`src/sv/dbpc_pkg.sv`:
```
`timescale 1ns / 1ps

package dbpc_pkg;

    // Button phase codes
    typedef enum logic [1:0] {
        PH_IDLE    = 2'd0,
        PH_PRESSED = 2'd1,
        PH_LONG    = 2'd2
    } phase_t;

    // Event codes carried with each result item
    typedef enum logic [1:0] {
        EV_NONE    = 2'd0,
        EV_FACTORY = 2'd1,
        EV_SHORT   = 2'd2,
        EV_LONG    = 2'd3
    } event_t;

    // Configuration register indexes
    localparam int          CFG_IDX_W          = 2;
    localparam logic [1:0]  REG_RESET_LONG     = 2'd0;
    localparam logic [1:0]  REG_ACTION_LONG    = 2'd1;
    localparam logic [1:0]  REG_ACTION_ENABLE  = 2'd2;

    localparam int          THR_W              = 16;
    localparam int          CFG_DATA_W         = 16;

    localparam logic [THR_W-1:0] RESET_LONG_DEFAULT  = 16'd50;
    localparam logic [THR_W-1:0] ACTION_LONG_DEFAULT = 16'd30;

    // Live configuration handed to the step logic
    typedef struct packed {
        logic [THR_W-1:0] reset_long_ticks;
        logic [THR_W-1:0] action_long_ticks;
        logic             action_enable;
    } cfg_t;

endpackage

```
`src/sv/dbpc_cfg.sv`:
```
`timescale 1ns / 1ps

module dbpc_cfg (
    input  logic                                aclk,
    input  logic                                aresetn,
    input  logic                                cfg_wr_en,
    input  logic [dbpc_pkg::CFG_IDX_W-1:0]      cfg_index,
    input  logic [dbpc_pkg::CFG_DATA_W-1:0]     cfg_wdata,
    output dbpc_pkg::cfg_t                      cfg
);

    dbpc_pkg::cfg_t cfg_reg;

    // Write the addressed register; unknown indexes are dropped
    always_ff @(posedge aclk) begin
        if (!aresetn) begin
            cfg_reg.reset_long_ticks  <= dbpc_pkg::RESET_LONG_DEFAULT;
            cfg_reg.action_long_ticks <= dbpc_pkg::ACTION_LONG_DEFAULT;
            cfg_reg.action_enable     <= 1'b1;
        end else if (cfg_wr_en) begin
            unique case (cfg_index)
                dbpc_pkg::REG_RESET_LONG: begin
                    cfg_reg.reset_long_ticks <= cfg_wdata[dbpc_pkg::THR_W-1:0];
                end
                dbpc_pkg::REG_ACTION_LONG: begin
                    cfg_reg.action_long_ticks <= cfg_wdata[dbpc_pkg::THR_W-1:0];
                end
                dbpc_pkg::REG_ACTION_ENABLE: begin
                    cfg_reg.action_enable <= cfg_wdata[0];
                end
                default: begin
                end
            endcase
        end
    end

    assign cfg = cfg_reg;

endmodule

```
`src/sv/dbpc_step.sv`:
```
`timescale 1ns / 1ps

module dbpc_step #(
    parameter int TICK_COUNT_WIDTH = 16
) (
    input  dbpc_pkg::cfg_t                  cfg,
    input  logic                            reset_down,
    input  logic                            action_down,
    input  dbpc_pkg::phase_t                reset_phase,
    input  logic [TICK_COUNT_WIDTH-1:0]     reset_ticks,
    input  dbpc_pkg::phase_t                action_phase,
    input  logic [TICK_COUNT_WIDTH-1:0]     action_ticks,
    input  logic                            led_state,
    input  logic                            fast_state,
    output dbpc_pkg::phase_t                reset_phase_next,
    output logic [TICK_COUNT_WIDTH-1:0]     reset_ticks_next,
    output dbpc_pkg::phase_t                action_phase_next,
    output logic [TICK_COUNT_WIDTH-1:0]     action_ticks_next,
    output logic                            led_state_next,
    output logic                            fast_state_next,
    output dbpc_pkg::event_t                event_next
);

    // Common width for counter against threshold
    localparam int CMP_W = (TICK_COUNT_WIDTH > dbpc_pkg::THR_W) ?
                           TICK_COUNT_WIDTH : dbpc_pkg::THR_W;

    logic [TICK_COUNT_WIDTH-1:0] reset_inc;
    logic [TICK_COUNT_WIDTH-1:0] action_inc;
    logic                        reset_over;
    logic                        action_over;

    // Increment both counters and compare against their thresholds
    assign reset_inc   = reset_ticks + TICK_COUNT_WIDTH'(1);
    assign action_inc  = action_ticks + TICK_COUNT_WIDTH'(1);
    assign reset_over  = CMP_W'(reset_inc) > CMP_W'(cfg.reset_long_ticks);
    assign action_over = CMP_W'(action_inc) > CMP_W'(cfg.action_long_ticks);

    // Reset button first, then action button against the updated reset phase
    always_comb begin
        reset_phase_next  = reset_phase;
        reset_ticks_next  = reset_ticks;
        action_phase_next = action_phase;
        action_ticks_next = action_ticks;
        led_state_next    = led_state;
        fast_state_next   = fast_state;
        event_next        = dbpc_pkg::EV_NONE;

        if (!(cfg.action_enable && action_phase != dbpc_pkg::PH_IDLE)) begin
            if (reset_down) begin
                if (reset_phase == dbpc_pkg::PH_IDLE) begin
                    reset_phase_next = dbpc_pkg::PH_PRESSED;
                    reset_ticks_next = '0;
                    fast_state_next  = 1'b1;
                end else begin
                    reset_ticks_next = reset_inc;
                    if (reset_over || reset_phase == dbpc_pkg::PH_LONG) begin
                        reset_phase_next = dbpc_pkg::PH_LONG;
                        led_state_next   = ~reset_inc[0];
                    end
                end
            end else begin
                unique case (reset_phase)
                    dbpc_pkg::PH_PRESSED: begin
                        reset_phase_next = dbpc_pkg::PH_IDLE;
                        reset_ticks_next = '0;
                        led_state_next   = 1'b1;
                        fast_state_next  = 1'b0;
                    end
                    dbpc_pkg::PH_LONG: begin
                        event_next       = dbpc_pkg::EV_FACTORY;
                        reset_phase_next = dbpc_pkg::PH_IDLE;
                        reset_ticks_next = '0;
                        led_state_next   = 1'b0;
                        fast_state_next  = 1'b0;
                    end
                    default: begin
                    end
                endcase
            end
        end

        if (cfg.action_enable && reset_phase_next == dbpc_pkg::PH_IDLE) begin
            if (action_down) begin
                if (action_phase == dbpc_pkg::PH_IDLE) begin
                    action_phase_next = dbpc_pkg::PH_PRESSED;
                    action_ticks_next = '0;
                    fast_state_next   = 1'b1;
                    led_state_next    = 1'b0;
                end else begin
                    action_ticks_next = action_inc;
                    if (action_over || action_phase == dbpc_pkg::PH_LONG) begin
                        action_phase_next = dbpc_pkg::PH_LONG;
                        led_state_next    = action_inc[0];
                    end
                end
            end else if (action_phase != dbpc_pkg::PH_IDLE) begin
                event_next        = (action_phase == dbpc_pkg::PH_LONG) ?
                                    dbpc_pkg::EV_LONG : dbpc_pkg::EV_SHORT;
                action_phase_next = dbpc_pkg::PH_IDLE;
                action_ticks_next = '0;
                led_state_next    = 1'b1;
                fast_state_next   = 1'b0;
            end
        end
    end

endmodule

```
`src/sv/dual_button_press_classifier.sv`:
```
`timescale 1ns / 1ps
// Channel  | Handshake        | Payload
// s_       | s_valid/s_ready  | s_reset_level, s_action_level
// m_       | m_valid/m_ready  | m_event_code, m_led_on, m_fast_tick,
//          |                  | m_reset_phase_out, m_action_phase_out
// cfg_     | cfg_wr_en        | cfg_index, cfg_wdata
//
// One item per cycle unless stalled; results show the cycle after intake.
// The button state and the result register update together on acceptance,
// so the state registers drive the result fields directly.
// s_ready is high whenever the result register is empty or being taken.
// Synchronous active-low reset: phases idle, counters zero, LED on.

module dual_button_press_classifier #(
    parameter int TICK_COUNT_WIDTH = 16
) (
    input  logic                                aclk,
    input  logic                                aresetn,
    input  logic                                cfg_wr_en,
    input  logic [dbpc_pkg::CFG_IDX_W-1:0]      cfg_index,
    input  logic [dbpc_pkg::CFG_DATA_W-1:0]     cfg_wdata,
    input  logic                                s_valid,
    output logic                                s_ready,
    input  logic                                s_reset_level,
    input  logic                                s_action_level,
    output logic                                m_valid,
    input  logic                                m_ready,
    output logic [1:0]                          m_event_code,
    output logic                                m_led_on,
    output logic                                m_fast_tick,
    output logic [1:0]                          m_reset_phase_out,
    output logic [1:0]                          m_action_phase_out
);

    dbpc_pkg::cfg_t              cfg;
    dbpc_pkg::phase_t            reset_phase_reg,  reset_phase_next;
    dbpc_pkg::phase_t            action_phase_reg, action_phase_next;
    logic [TICK_COUNT_WIDTH-1:0] reset_ticks_reg,  reset_ticks_next;
    logic [TICK_COUNT_WIDTH-1:0] action_ticks_reg, action_ticks_next;
    logic                        led_state_reg,    led_state_next;
    logic                        fast_state_reg,   fast_state_next;
    dbpc_pkg::event_t            event_reg,        event_next;
    logic                        m_valid_reg;
    logic                        accept;

    dbpc_cfg u_cfg (
        .aclk      (aclk),
        .aresetn   (aresetn),
        .cfg_wr_en (cfg_wr_en),
        .cfg_index (cfg_index),
        .cfg_wdata (cfg_wdata),
        .cfg       (cfg)
    );

    dbpc_step #(
        .TICK_COUNT_WIDTH (TICK_COUNT_WIDTH)
    ) u_step (
        .cfg               (cfg),
        .reset_down        (~s_reset_level),
        .action_down       (~s_action_level),
        .reset_phase       (reset_phase_reg),
        .reset_ticks       (reset_ticks_reg),
        .action_phase      (action_phase_reg),
        .action_ticks      (action_ticks_reg),
        .led_state         (led_state_reg),
        .fast_state        (fast_state_reg),
        .reset_phase_next  (reset_phase_next),
        .reset_ticks_next  (reset_ticks_next),
        .action_phase_next (action_phase_next),
        .action_ticks_next (action_ticks_next),
        .led_state_next    (led_state_next),
        .fast_state_next   (fast_state_next),
        .event_next        (event_next)
    );

    // Take a new item whenever the result slot frees up this cycle
    assign s_ready = ~m_valid_reg | m_ready;
    assign accept  = s_valid & s_ready;

    // Advance button state and load the result on each accepted item
    always_ff @(posedge aclk) begin
        if (!aresetn) begin
            reset_phase_reg  <= dbpc_pkg::PH_IDLE;
            reset_ticks_reg  <= '0;
            action_phase_reg <= dbpc_pkg::PH_IDLE;
            action_ticks_reg <= '0;
            led_state_reg    <= 1'b1;
            fast_state_reg   <= 1'b0;
            event_reg        <= dbpc_pkg::EV_NONE;
            m_valid_reg      <= 1'b0;
        end else begin
            if (accept) begin
                reset_phase_reg  <= reset_phase_next;
                reset_ticks_reg  <= reset_ticks_next;
                action_phase_reg <= action_phase_next;
                action_ticks_reg <= action_ticks_next;
                led_state_reg    <= led_state_next;
                fast_state_reg   <= fast_state_next;
                event_reg        <= event_next;
            end
            // Hold the result until taken
            if (accept) begin
                m_valid_reg <= 1'b1;
            end else if (m_ready) begin
                m_valid_reg <= 1'b0;
            end
        end
    end

    assign m_valid            = m_valid_reg;
    assign m_event_code       = event_reg;
    assign m_led_on           = led_state_reg;
    assign m_fast_tick        = fast_state_reg;
    assign m_reset_phase_out  = reset_phase_reg;
    assign m_action_phase_out = action_phase_reg;

endmodule

```
`config.mk`:
```
export PLATFORM = sky130hd
export DESIGN_NAME = dual_button_press_classifier
export DESIGN_NICKNAME = d
export VERILOG_FILES = /design/src/sv/dbpc_pkg.sv /design/src/sv/dbpc_cfg.sv /design/src/sv/dbpc_step.sv /design/src/sv/dual_button_press_classifier.sv
export SDC_FILE = /design/constraint.sdc
export NUM_CORES = 1
export LEC_CHECK = 0
export ABC_CLOCK_PERIOD_IN_PS = 3900
export BUFFER_PORTS_ARGS = -buffer_cell sky130_fd_sc_hd__buf_2
export CORE_UTILIZATION = 60
export CTS_CLUSTER_DIAMETER = 80
export DETAILED_ROUTE_END_ITERATION = 10
export PLACE_DENSITY = 0.88
export SYNTH_ARGS = -nofsm -noshare
export SYNTH_HDL_FRONTEND = slang
export SYNTH_SLANG_ARGS = --single-unit
```
`constraint.sdc`:
```
create_clock -name aclk -period 3.9 [get_ports aclk]
set_input_delay 0.39 -clock aclk [delete_from_list [all_inputs] [get_ports aclk]]
set_output_delay 0.39 -clock aclk [all_outputs]
set_load 0.02 [all_outputs]
```
==> summary.txt <==
STA
  • Post-route minimum period: 3611 ps
  • Least-Margin Pin Slew: 1021 ps
  • Fmax: 277.0 MHz
  • Final hold violation count: 0
  • Setup violators final: 0
  • RSZ-0062 raised after global routing: no
  • Fin. max-slew vios: 0
  • Layout Skew: 9.896 ps
  • Setup TNS: 0 ps
  • Final worst-path cycle share: 0.9258
  • Relative slew slack: 0.3162

Global routing
  • Vias in the first global route: 4440
  • Grt total ovfl: 0
  • Initial antenna violation count: 0
  • First-pass GRT wire length: 20.20 mm
  • Largest net degree at the start of global routing: 65
  • Gr usage total: 0.2910

Critical path
  • Maximum fanout along the worst path: 7
  • Setup Crit Path Kind: reg -> reg
  • Reg2Reg Setup Slack: 290 ps
  • Setup crit end kind: flip-flop
  • Worst path required time: 4110 ps
  • Worst path arrival time: 3820 ps
  • Worst reg2reg path startpoint: action_ticks_reg[0]
  • Reg2Reg Depth: 15
  • Reg-to-reg endpoint: m_led_on
  • Startpoint Class: flip-flop

Yosys
  • Syn_area_per_cell: 8.093 um^2
  • Post-synth top cells: nand2_1, dfxtp_1, inv_1
  • Flops & latches, synth: 74
  • Main synth FF type: dfxtp_1
  • Post-synthesis sequential area ratio: 0.2934
  • Cell variety after synth: 68
  • YS warnings: 0
  • Synth top area share: 0.2934
  • Most frequent cell after synthesis: nand2_1
  • EDFF count, synth: 0
  • Cell accounting for the most synthesized area: dfxtp_1
  • Mapped cell area: 5050 um^2
  • Post-synth net total: 687
  • Post-synth ARST share: 0
  • Top cells by area, synth: dfxtp_1, ha_1, nand2_1
  • Post-synthesis instance total: 624

Drt
  • Via count: 4612
  • Metal2 WL: 6.098 mm
  • WL met3: 624 um
  • 1st-iter DRT viols: 320
  • Sum of routed wire length over all layers: 12.16 mm
  • M1 wire length: 5.139 mm
  • Top sig layer: met4
  • Detailed-route vias per instance: 6.013
  • # DRC: 0
  • Drt pass-1 iters: 5
  • WL per Instance: 15.86 um
  • DRT antenna net count: 0

Power and ir drop
  • VDD IR max: 0.0001907 V
  • Pint: 1.123 mW
  • Pwr Total: 1.584 mW
  • Switching Share: 0.2912
  • Pwr/cell area: 286.6 nW/um^2
  • Reg power frac: 0.498
  • P_leak: 2.268 nW
  • P_sw: 461.4 uW
  • Clk pwr share: 0.356
  • Combinational group share of total power: 0.146

Clocking
  • Clock transition at the registers of the reported paths: 80 ps
  • CTS sink count: 74
  • CTS tree: done
  • CTS H-tree depth: 3
  • CTS buffer count: 9
  • CTS Buffer Depth: 2
  • Clock tree root buffer cell: clkbuf_8
  • Later-pin clock latency in the skew report: 360 ps

Layout
  • Largest register FFs: 33
  • # diodes: 0
  • Final #Nets: 721
  • Share of layout cells above drive strength 1: 0.1586
  • Area grow syn2layout: 9.490%
  • Finished Core Util: 0.6763

Placed design
  • Port-buffer cells: 34
  • Final HPWL DP: 9.001 mm
  • Routability cong.: 0.8581

Hold path
  • Worst Hold End: u_cfg.cfg[28]
  • Hold path start: cfg_wdata[11]
  • Hold path depth: 3
  • Worst Hold Class: in -> reg

Die
  • Die ar.: 8787 um^2
  • Core box area: 8175 um^2
  • Starting Density: 0.6177
  • Chip width: 93.74 um
  • Rows: 33
  • I/O pin cnt: 35
  • Die Y: 93.74 um

Outcome
  • Status: completed

Job
  • Max cap viols: 0
-- worst max-delay path by stage --
stage,startpoint,end,slack [ps],cells after the start
floorplan,reset_ticks_reg[0],action_ticks_reg[7],380,14
global placement,action_ticks_reg[0],m_led_on,230,15
finish,action_ticks_reg[0],m_led_on,290,15
detailed placement,action_ticks_reg[0],m_action_phase_out[0],40,15
global route,action_ticks_reg[1],m_led_on,10,15
CTS,action_ticks_reg[0],m_led_on,40,15
-- per-layer routing --
metal | global-route usage | up-vias
li1 | - | 2264
met1 | 0.3458 | 2176
met2 | 0.5195 | 146
met3 | 0.05663 | 26
met4 | 0.09872 | 0
met5 | 0 | -
-- cells in the final DEF (no fill, tap or decap), types with 4 or more instances in the layout --
master	instances
o221ai_2	10
and2_1	8
nor4_4	5
nor3_1	10
nand4_1	13
a21oi_1	26
dfxtp_1	73
a21boi_1	4
nor2_1	25
nand3b_1	5
xnor2_1	10
o21ai_0	28
inv_1	48
buf_4	14
nand2_1	124
clkbuf_8	11
and3_1	7
a21boi_0	29
buf_2	34
nand3_1	23
a22oi_1	6
o211ai_1	13
ha_1	38
nand2b_1	7
nor2b_1	14
xor2_1	11
-- metrics by stage --
stage | hold slack [ps] | std cells | setup slack, ps | instance area, um^2
6_report | 288.2 | 767 | 289.4 | 5529
3_3_place_gp | 447.2 | 749 | 233.7 | 5308
4_1_cts | 283.8 | 764 | 40.96 | 5490
5_1_grt | 302.9 | 767 | 13.97 | 5529
3_5_place_dp | 459.8 | 749 | 44.20 | 5308
2_1_floorplan | 443.5 | 624 | 378.0 | 5050
-- timing repair --
| item | in CTS | in global routing |
|---|---|---|
| pin swaps | 0 | 2 |
| endpoints found under the setup margin | 1 | 16 |
| resized for setup | 1 | 4 |
| hold buffers | 0 | 0 |
| setup buffers | 0 | 3 |
-- kinds of logic (layout without fill, tap and decap cells) --
kind of cell / Yosys count / count (layout) / synth area share
buf+inv: 73 / 111 / 0.06070
simple gates: 268 / 268 / 0.2904
fa+ha+maj: 38 / 38 / 0.09415
flops: 74 / 74 / 0.2934
compound gates: 148 / 148 / 0.2210
xor+xnor: 21 / 21 / 0.03642
mux: 2 / 2 / 0.003964
-- area by class of cell --
| type | instances | area, um^2 |
|---|---|---|
| clock buffer | 11 | 151.4 |
| fill | 654 | 2646 |
| inverter | 48 | 180.2 |
| multi-input combinational | 477 | 3282 |
| timing repair buffer | 48 | 275.3 |
| sequential | 74 | 1483 |
| tap | 105 | 131.4 |
| clock inverter | 4 | 26.28 |
-- power by group through the flow --
| stage | clock [mW] | sequential [mW] | combinational (mW) |
|---|---|---|---|
| 2_1_floorplan | 0 | 0.810 | 0.162 |
| 3_3_place_gp | 0 | 0.805 | 0.217 |
| 3_5_place_dp | 0 | 0.807 | 0.225 |
| 4_1_cts | 0.564 | 0.789 | 0.227 |
| 5_1_grt | 0.596 | 0.791 | 0.255 |
| 6_report | 0.564 | 0.789 | 0.231 |
-- worst max-delay path, cell delays in order, from the launching register on --
cell      delay, ps
dfxtp_2         390
ha_1            250
nand3_1         220
nor4_4          230
and3_1          210
nand3_1         140
nor2_1          220
xor2_1          110
ha_1            330
nand4_1         150
nor3_2          260
o221ai_1        170
a22oi_2         280
o21ai_0         180
nor3_1          190
o211ai_1        140
(Power assumes the default switching activity.)
